`config.mk`:
```
export PLATFORM = sky130hd
export DESIGN_NAME = sorted_set_engine_top
export DESIGN_NICKNAME = d
export VERILOG_FILES = /design/src/rtl/sse_pkg.sv /design/src/rtl/sse_ram.sv /design/src/rtl/sorted_set_engine_top.sv
export SDC_FILE = /design/constraint.sdc
export NUM_CORES = 2
export LEC_CHECK = 0
export BUFFER_PORTS_ARGS = -buffer_cell sky130_fd_sc_hd__buf_4
export CORE_MARGIN = 1
export CORE_UTILIZATION = 56
export DETAILED_ROUTE_END_ITERATION = 16
export PLACE_DENSITY = 0.7
export SLEW_MARGIN = 10
export SYNTH_ARGS = -nofsm -noshare
export SYNTH_HDL_FRONTEND = slang
export SYNTH_SLANG_ARGS = --single-unit
```
`constraint.sdc`:
```
create_clock -name clk -period 6.9 [get_ports clk]
set_clock_uncertainty 0.2 [all_clocks]
set_input_delay 0.69 -clock clk [delete_from_list [all_inputs] [get_ports clk]]
set_output_delay 0.69 -clock clk [all_outputs]
set_load 0.05 [all_outputs]
```
`src/rtl/sse_pkg.sv`:
```
`timescale 1ns / 1ps
`default_nettype none

package sse_pkg;

  localparam int DATA_W       = 32;
  localparam int DEF_CAPACITY = 64;

  localparam logic [1:0] OP_INSERT = 2'd0;
  localparam logic [1:0] OP_SEARCH = 2'd1;
  localparam logic [1:0] OP_DELETE = 2'd2;

  localparam logic [2:0] ST_INSERTED  = 3'd0;
  localparam logic [2:0] ST_DUPLICATE = 3'd1;
  localparam logic [2:0] ST_FULL      = 3'd2;
  localparam logic [2:0] ST_FOUND     = 3'd3;
  localparam logic [2:0] ST_NOT_FOUND = 3'd4;
  localparam logic [2:0] ST_EMPTY     = 3'd5;
  localparam logic [2:0] ST_DELETED   = 3'd6;

  typedef struct packed {
    logic [1:0]               opcode;
    logic signed [DATA_W-1:0] value;
  } sse_req_t;

  typedef struct packed {
    logic [2:0] status;
    logic [6:0] entry_count;
  } sse_rsp_t;

endpackage

`default_nettype wire

```
`src/rtl/sse_ram.sv`:
```
`timescale 1ns / 1ps
`default_nettype none

module sse_ram #(
  parameter int WIDTH = 32,
  parameter int DEPTH = 64
) (
  input  wire logic                     clk,
  input  wire logic                     we,
  input  wire logic [$clog2(DEPTH)-1:0] waddr,
  input  wire logic [WIDTH-1:0]         wdata,
  input  wire logic [$clog2(DEPTH)-1:0] raddr,
  output logic      [WIDTH-1:0]         rdata
);

  logic [WIDTH-1:0] mem [DEPTH];

  always_ff @(posedge clk) begin
    if (we) begin
      mem[waddr] <= wdata;
    end
    rdata <= mem[raddr];
  end

endmodule

`default_nettype wire

```
`src/rtl/sorted_set_engine_top.sv`:
```
`timescale 1ns / 1ps
`default_nettype none

// Sorted set engine: a bounded set of distinct signed 32-bit values held in
// order in a single-port-read, single-port-write RAM.
// Request: drive in_req (opcode, value) with start high; it is taken at a
// clock edge where busy is low. busy then stays high until the result.
// Result: out_rsp (status, entry_count) is shown for exactly one cycle with
// out_valid high; the receiver cannot stall, so it must take it then.
// busy is already low in that cycle, so the next request may go in with it.
// Steps: the scan reads then compares one entry at a time from index 0
//   up to the match or the last entry; an empty set skips the scan.
//   insert   scan, decide, then move each entry from the insert
//            position up (read then write) and write the new value,
//   delete   scan, decide, then move each later entry down (read, write),
//   search   scan, then decide.
// The speed is set by the one RAM read port, used once per entry visited
// or moved. One request at a time.
// Configuration: cfg_data (descending order) is written when cfg_valid is
// high; cfg_ready is always high. Write it only while idle.
// Reset (synchronous, rst_n low) empties the set and selects ascending order;
// the RAM itself is not cleared.

module sorted_set_engine_top #(
  parameter int CAPACITY = sse_pkg::DEF_CAPACITY
) (
  input  wire logic              clk,
  input  wire logic              rst_n,
  input  wire logic              start,
  output logic                   busy,
  input  wire sse_pkg::sse_req_t in_req,
  output logic                   out_valid,
  output sse_pkg::sse_rsp_t      out_rsp,
  input  wire logic              cfg_valid,
  output logic                   cfg_ready,
  input  wire logic              cfg_data
);

  import sse_pkg::*;

  localparam int AW = $clog2(CAPACITY);
  localparam int CW = $clog2(CAPACITY + 1);

  typedef enum logic [6:0] {
    S_IDLE     = 7'b0000001,
    S_SCAN_RD  = 7'b0000010,
    S_SCAN_CMP = 7'b0000100,
    S_DECIDE   = 7'b0001000,
    S_MV_RD    = 7'b0010000,
    S_MV_WR    = 7'b0100000,
    S_WR_NEW   = 7'b1000000
  } state_t;

  state_t   state_r, state_nxt;
  sse_req_t req_r, req_nxt;
  logic [CW-1:0] count_r, count_nxt;
  logic [AW-1:0] idx_r, idx_nxt;
  logic [AW-1:0] pos_r, pos_nxt;
  logic [AW-1:0] fidx_r, fidx_nxt;
  logic          pos_hit_r, pos_hit_nxt;
  logic          found_r, found_nxt;
  logic          desc_r;
  logic          out_valid_r, out_valid_nxt;
  sse_rsp_t      out_rsp_r, out_rsp_nxt;

  logic              ram_we;
  logic [AW-1:0]     ram_waddr, ram_raddr;
  logic [DATA_W-1:0] ram_wdata, ram_rdata;

  logic          ent_eq, ent_after, last_scan, is_ins;
  logic [AW-1:0] ins_pos;

  sse_ram #(
    .WIDTH(DATA_W),
    .DEPTH(CAPACITY)
  ) u_ram (
    .clk  (clk),
    .we   (ram_we),
    .waddr(ram_waddr),
    .wdata(ram_wdata),
    .raddr(ram_raddr),
    .rdata(ram_rdata)
  );

  assign busy      = (state_r != S_IDLE);
  assign out_valid = out_valid_r;
  assign out_rsp   = out_rsp_r;
  assign cfg_ready = 1'b1;

  assign is_ins    = (req_r.opcode == OP_INSERT);
  assign ent_eq    = (ram_rdata == req_r.value);
  assign ent_after = desc_r ? ($signed(ram_rdata) < req_r.value)
                            : (req_r.value < $signed(ram_rdata));
  assign last_scan = ((CW'(idx_r) + CW'(1)) == count_r);
  assign ins_pos   = pos_hit_r ? pos_r : AW'(count_r);

  always_comb begin
    if (state_r == S_MV_RD) begin
      ram_raddr = is_ins ? (idx_r - AW'(1)) : (idx_r + AW'(1));
    end else begin
      ram_raddr = idx_r;
    end
  end

  always_comb begin
    state_nxt     = state_r;
    req_nxt       = req_r;
    count_nxt     = count_r;
    idx_nxt       = idx_r;
    pos_nxt       = pos_r;
    fidx_nxt      = fidx_r;
    pos_hit_nxt   = pos_hit_r;
    found_nxt     = found_r;
    out_valid_nxt = 1'b0;
    out_rsp_nxt   = out_rsp_r;
    ram_we        = 1'b0;
    ram_waddr     = idx_r;
    ram_wdata     = ram_rdata;

    unique case (state_r)
      S_IDLE: begin
        if (start) begin
          req_nxt     = in_req;
          idx_nxt     = '0;
          found_nxt   = 1'b0;
          pos_hit_nxt = 1'b0;
          state_nxt   = (count_r == '0) ? S_DECIDE : S_SCAN_RD;
        end
      end
      S_SCAN_RD: begin
        state_nxt = S_SCAN_CMP;
      end
      S_SCAN_CMP: begin
        if (ent_eq) begin
          found_nxt = 1'b1;
          fidx_nxt  = idx_r;
        end
        if (!pos_hit_r && ent_after) begin
          pos_hit_nxt = 1'b1;
          pos_nxt     = idx_r;
        end
        if (ent_eq || last_scan) begin
          state_nxt = S_DECIDE;
        end else begin
          idx_nxt   = idx_r + AW'(1);
          state_nxt = S_SCAN_RD;
        end
      end
      S_DECIDE: begin
        case (req_r.opcode)
          OP_INSERT: begin
            if (found_r) begin
              out_valid_nxt = 1'b1;
              out_rsp_nxt   = '{status: ST_DUPLICATE, entry_count: 7'(count_r)};
              state_nxt     = S_IDLE;
            end else if (count_r >= CW'(CAPACITY)) begin
              out_valid_nxt = 1'b1;
              out_rsp_nxt   = '{status: ST_FULL, entry_count: 7'(count_r)};
              state_nxt     = S_IDLE;
            end else begin
              pos_nxt   = ins_pos;
              idx_nxt   = AW'(count_r);
              state_nxt = (AW'(count_r) == ins_pos) ? S_WR_NEW : S_MV_RD;
            end
          end
          OP_DELETE: begin
            if (count_r == '0) begin
              out_valid_nxt = 1'b1;
              out_rsp_nxt   = '{status: ST_EMPTY, entry_count: 7'(count_r)};
              state_nxt     = S_IDLE;
            end else if (!found_r) begin
              out_valid_nxt = 1'b1;
              out_rsp_nxt   = '{status: ST_NOT_FOUND, entry_count: 7'(count_r)};
              state_nxt     = S_IDLE;
            end else if ((CW'(fidx_r) + CW'(1)) >= count_r) begin
              count_nxt     = count_r - CW'(1);
              out_valid_nxt = 1'b1;
              out_rsp_nxt   = '{status: ST_DELETED, entry_count: 7'(count_r - CW'(1))};
              state_nxt     = S_IDLE;
            end else begin
              idx_nxt   = fidx_r;
              state_nxt = S_MV_RD;
            end
          end
          default: begin
            out_valid_nxt = 1'b1;
            state_nxt     = S_IDLE;
            if (count_r == '0) begin
              out_rsp_nxt = '{status: ST_EMPTY, entry_count: 7'(count_r)};
            end else if (found_r) begin
              out_rsp_nxt = '{status: ST_FOUND, entry_count: 7'(count_r)};
            end else begin
              out_rsp_nxt = '{status: ST_NOT_FOUND, entry_count: 7'(count_r)};
            end
          end
        endcase
      end
      S_MV_RD: begin
        state_nxt = S_MV_WR;
      end
      S_MV_WR: begin
        ram_we = 1'b1;
        if (is_ins) begin
          idx_nxt   = idx_r - AW'(1);
          state_nxt = ((idx_r - AW'(1)) == pos_r) ? S_WR_NEW : S_MV_RD;
        end else begin
          idx_nxt = idx_r + AW'(1);
          if ((CW'(idx_r) + CW'(2)) >= count_r) begin
            count_nxt     = count_r - CW'(1);
            out_valid_nxt = 1'b1;
            out_rsp_nxt   = '{status: ST_DELETED, entry_count: 7'(count_r - CW'(1))};
            state_nxt     = S_IDLE;
          end else begin
            state_nxt = S_MV_RD;
          end
        end
      end
      S_WR_NEW: begin
        ram_we        = 1'b1;
        ram_waddr     = pos_r;
        ram_wdata     = req_r.value;
        count_nxt     = count_r + CW'(1);
        out_valid_nxt = 1'b1;
        out_rsp_nxt   = '{status: ST_INSERTED, entry_count: 7'(count_r + CW'(1))};
        state_nxt     = S_IDLE;
      end
      default: begin
        state_nxt = S_IDLE;
      end
    endcase
  end

  always_ff @(posedge clk) begin
    if (!rst_n) begin
      state_r     <= S_IDLE;
      count_r     <= '0;
      desc_r      <= 1'b0;
      out_valid_r <= 1'b0;
      found_r     <= 1'b0;
      pos_hit_r   <= 1'b0;
    end else begin
      state_r     <= state_nxt;
      count_r     <= count_nxt;
      out_valid_r <= out_valid_nxt;
      found_r     <= found_nxt;
      pos_hit_r   <= pos_hit_nxt;
      if (cfg_valid && cfg_ready) begin
        desc_r <= cfg_data;
      end
    end
  end

  always_ff @(posedge clk) begin
    req_r     <= req_nxt;
    idx_r     <= idx_nxt;
    pos_r     <= pos_nxt;
    fidx_r    <= fidx_nxt;
    out_rsp_r <= out_rsp_nxt;
  end

endmodule

`default_nettype wire

```
### Word level (Yosys, flattened, before mapping)

Memory sizes are Yosys's and may differ from the RTL's. A register that Yosys moved wholly into a read port is not among the register bits.
Index checks and enable logic that the tools add are counted.

| storage, ports and cells | value |
|---|---|
| register bits | 80 |
| RAM bits | 2,048 |
| input port bits | 39 |
| output and inout port bits | 13 |
| logic and storage cells | 147 |
| memories | 1 |

Memory list:

| name | depth | bits a word | rd ports | clocked after Yosys merged registers in | write ports | line | text |
|---|---|---|---|---|---|---|---|
| u_ram.mem | 64 | 32 | 1 | 1 | 1 | sse_ram.sv:16 | `logic [WIDTH-1:0] mem [DEPTH];` |

| operators by class | value |
|---|---|
| $add $sub $neg | 7 |
| magnitude comparators | 5 |
| equal/unequal tests | 34 |
| mux-type cells | 69 |
| reduce and logical (&&, ||, !) cells | 18 |

Operators with widths:

| operator | count |
|---|---|
| $mux 10 | 9 |
| $mux 6 | 15 |
| $mux 7 | 12 |
| $lt 32x32->1 | 2 |
| $pmux 7 s6 | 1 |
| $eq 32x32->1 | 1 |
| $mux 32 | 1 |
| $pmux 10 s3 | 1 |
| $ne 2x2->1 const B | 13 |
| $pmux 6 s2 | 2 |
| $pmux 6 s4 | 1 |
| $pmux 7 s3 | 1 |
| $mux 5 | 4 |
| $pmux 10 s2 | 1 |
| $ne 3x3->1 const B | 6 |
| $add 6x1->7 const B | 2 |
| $ge 7x7->1 | 2 |
| $mux 1 | 14 |
| $pmux 7 s2 | 1 |
| $eq 6x6->1 | 2 |
| $reduce_and 5->1 | 2 |
| $reduce_and 9->1 | 1 |
| $mux 4 | 2 |
| $add 6x2->7 const B | 1 |
| other kinds (31) | 36 |

### Longest topological paths before layout

| depth | value |
|---|---|
| depth after elaboration | 7 |
| mapped depth | 16 |
| gate-level depth less buffers | 11 |

### Modules after synthesis

A second synthesis with hierarchy kept.

| unflattened totals | value |
|---|---|
| cell total of the unflattened synthesis | 4,249 |
| area, all modules | 84,791.3 um^2 |

By module, submodules not included:

| module | times used | cells an instance | area each (um^2) | sequential area each (um^2) |
|---|---|---|---|---|
| sse_ram | 1 | 3,572 | 78,885.7 | 62,139.6 |
| sorted_set_engine_top | 1 | 677 | 5,905.7 | 2,222.1 |

### Least setup slack after synthesis

Ideal clock, no wire load.

| timing | value |
|---|---|
| kind | register to register |
| start | register state_r[0] |
| end | memory u_ram.mem[0][31] (data pin) |
| library setup time | 0.702 ns |
| data arrival time | 3.996 ns |
| required time | 5.998 ns |
| path slack | 2.002 ns |
| stages on the path, launching flop included | 8 |
| path buffers | 4 |
| period minus slack after synthesis | 4.898 ns |
| cells stage by stage | dfxtp_1 -> nor4_1 -> and3_1 -> clkbuf_1 -> clkbuf_1 -> clkbuf_1 -> buf_1 -> o21ai_0 |

| between the ends | value |
|---|---|
| cells in the longest elaborated chain, start to end | 2 |

Ends and longest elaborated chain:

| element | line | text |
|---|---|---|
| from (decl) | sorted_set_engine_top.sv:54 | `state_t state_r, state_nxt;` |
| from (signal assigned) | sorted_set_engine_top.sv:242 | `state_r <= state_nxt;` |
| $eq 7x7->1 | sorted_set_engine_top.sv:120 | `unique case (state_r)` |
| $mux 32 | sorted_set_engine_top.sv:120 |  |
| via ram_wdata[31] | sorted_set_engine_top.sv:68 | `logic [DATA_W-1:0] ram_wdata, ram_rdata;` |
| to (decl) | sse_ram.sv:16 |  |

The timed path passes the listed nets, and every way through them passes these cells.

### Final worst setup path

| timing | value |
|---|---|
| start | register idx_r[0] |
| end | register u_ram.rdata[1], read port of u_ram.mem |

| between the ends | value |
|---|---|
| cells in the longest elaborated chain, start to end | 3 |
| elaborated cells on any way between the ends | 4 |
| those cells by class | 2 x add/sub; 2 x mux |

Ends and longest elaborated chain:

| element | line | text |
|---|---|---|
| from (decl) | sorted_set_engine_top.sv:57 | `logic [AW-1:0] idx_r, idx_nxt;` |
| from (signal assigned) | sorted_set_engine_top.sv:255 | `idx_r <= idx_nxt;` |
| $add 6x1->6 / $sub 6x1->6 (equally long branches) | sorted_set_engine_top.sv:99 | `ram_raddr = is_ins ? (idx_r - AW'(1)) : (idx_r + AW'(1));` |
| $mux 6 | sorted_set_engine_top.sv:99 |  |
| $mux 6 * | sorted_set_engine_top.sv:98 | `if (state_r == S_MV_RD) begin` |
| to (decl) | sse_ram.sv:13 | `output logic [WIDTH-1:0] rdata` |

Mark *: on every way between the ends. The rest lies on a longest branch, timed or not.
A chain may end at the register's enable or synchronous reset.

==> impl_metrics.ini <==
[floorplan]
start_util = 0.5640
die_w_um = 390.6
die_h_um = 390.6
core_area_mm2 = 0.1500
num_io_pins = 52
std_cell_rows = 142
design.die.area_mm2 = 0.1526

[routing]
dr.first_iter.drc_count = 5741
wl_met1_um = 82430
antenna_left = 0
wl_met2_um = 105600
drc = 0
wl_met3_um = 18730
drt_first_pass_iters = 12
wl_per_cell_um = 32.91
vias = 43340
top_layer_used = met5
wl_um = 216500
vias_per_cell = 6.586

[final_layout]
mostFrequentLayoutCells = edfxtp_1, mux4_2, nand2_1, clkbuf_16, buf_4
fill_cells = 9969
final_util = 0.6370
drive_gt1_frac = 0.2454
fin_area_mm2 = 0.09552
num_antenna_cells = 0
syn2layout_area_growth_pct = 12.93
final_common_cell = edfxtp_1
finalNonFillerCells = 6580
nNetsFinal = 4483

[placement]
dp.cells = 6163
place_area_mm2 = 0.08867
gp_congestion = 0.9023
numPortBuffers = 50
pre_cts_slack_ns = 1.607
dp_hpwl_um = 129200

[synthesis]
yosysTopAreaCellShare = 0.7491
avgSynthCellArea_um2 = 20.26
synthArstFlopShare = 0
synth.area.top_cells = edfxtp_1, mux4_2, nand2_1
ys_warn_count = 0
synthCells = 4174
syn_nets = 4267
yosysSeqAreaShare = 0.7610
yosys_register_bits = 2160
synth.distinct_cells = 74
yosysTopAreaCell = edfxtp_1
synth_flop_cell = edfxtp_1
netlist_area_mm2 = 0.08458
synth_edf_count = 2110

[global_route]
grt_max_degree = 99
grt_pass1_vias = 42610
grt_pass1_wl_um = 308700
antenna_found_initial = 2
grt_overflow = 0
track_usage = 0.2874

[worst_setup_path]
required_ns = 7.45
cp-end-kind = flop
worst-path-max-fanout = 61
crit_arrival_ns = 6.02
startpoint = idx_r[0]
reg2reg_from = idx_r[0]
cp-start-kind = flop
crit_type = reg -> reg

[clock_network]
clockBufferDepth = 3
clkTransAtPathRegs_ns = 0.06
cts_buffers = 204
htreeDepth = 4
cts_root_buf = clkbuf_16
cts_tree = yes
cts.sinks = 2160
worstSkewPairLatency_ns = 0.83

[hold_path]
hold_path_class = in -> reg
min_from = start

[sta]
period_share = 0.7920
fin_hold_ws_ns = 0.07379
rsz0062_at_grt = no
worst_slew_pin_slew_ns = 1.448
layout_setup_ws_ns = 1.435
slew_headroom = 0.03447
slew_viol_final = 0
max_freq_mhz = 183.0
tns_ns = 0
setup_violations = 0
hold_violations = 0
layout_min_cycle_time_ns = 5.465

[pwr]
power_mw = 39.24
pwr_density_cell_mw_per_mm2 = 410.8
p_leak_nw = 30.26
ir_worst_vdd_v = 0.0003737

[outcome]
status = completed

[run]
cap_violations = 0
==> repair_timing <==
item | CTS | global route
hold buffers | 37 | 0
endpoints found under the hold margin | 37 | 0
setup buffers | 0 | 0
gates resized for setup | 0 | 0
==> routing by layer <==
metal | up-vias | GRT usage
met1 | 22790 | 0.3966
li1 | 17720 | -
met4 | 4 | 0.1216
met2 | 2429 | 0.4598
met3 | 399 | 0.04722
met5 | - | 0
==> kinds of logic (layout without fill, tap and decap cells) <==
family,after synthesis,in the layout,synth area share
AO/OA/AOI/OAI,403,403,0.03213
XOR/XNOR,38,38,0.004157
adder cells (fa/ha/maj),54,54,0.007988
buffers and inverters,273,663,0.01450
flip-flops,2160,2160,0.7610
multiplexers,603,603,0.1463
other,1,1,0.00004434
AND/OR/NAND/NOR,642,642,0.03394
==> final timing paths <==
check / end / slack [ns] / cells past startpoint
setup / recovery: u_ram.rdata[1] / 1.44 / 12
hold / removal: state_r[5] / 0.07 / 3
setup reg to reg: u_ram.rdata[1] / 1.44 / 12
hold reg to reg: state_r[2] / 0.33 / 2
==> flip-flops by register name (all words and copies together), names as in the netlist <==
name / count
count_r: 7
desc_r: 1
fidx_r: 6
found_r: 1
idx_r: 6
out_rsp: 10
out_valid: 1
pos_hit_r: 1
pos_r: 6
req_r: 34
state_r: 7
u_ram.mem: 2048
u_ram.rdata: 32
==> report_power, final <==
group | switching, mW | internal, mW
combinational | 7.43 | 4.03
sequential | 0.347 | 16.5
clock | 4.75 | 6.16
total | 12.5 | 26.7
==> synthesized netlist by cell type, types with 5 or more instances <==
cell	instances
a21o_1	19
edfxtp_1	2110
o21ai_0	85
nor4_1	6
xnor2_1	25
nand2_1	338
xor2_1	12
inv_1	46
mux4_2	506
a22oi_1	40
a211oi_1	13
mux2i_1	93
dfxtp_1	50
buf_4	19
nand4_1	35
buf_1	18
o31ai_1	5
nor3_1	27
nand3_1	46
ha_1	54
o211ai_1	5
a32oi_1	58
and3_1	9
a31oi_1	25
nor2_1	110
or3_1	21
a21oi_1	59
clkbuf_1	95
nand2b_1	14
buf_2	91
o221ai_1	7
a221oi_1	9
o21a_1	7
o22ai_1	45
==> worst max-delay path, cell delays in order, from the launching register on <==
cell and delay (ns):
edfxtp_1 0.71, inv_1 0.45, ha_1 0.32, or3b_2 0.48
a211oi_1 0.62, xnor2_2 0.27, buf_12 0.38, buf_4 0.49
buf_4 0.31, mux2i_1 0.09, a32oi_1 0.61, nand4_1 0.17
a31oi_1 0.18
==> layout make-up <==
class	instances	area (um2)	area share
Clock buffer	268	5542	0.05802
Tap cell	2016	2522	0.02641
Clock inverter	112	930.9	0.009746
Multi-Input combinational cell	1741	19930	0.2087
Timing Repair Buffer	236	2052	0.02148
Inverter	47	176.4	0.001847
Sequential cell	2160	64360	0.6738
Note: power is estimated with default switching activity, not from simulation.
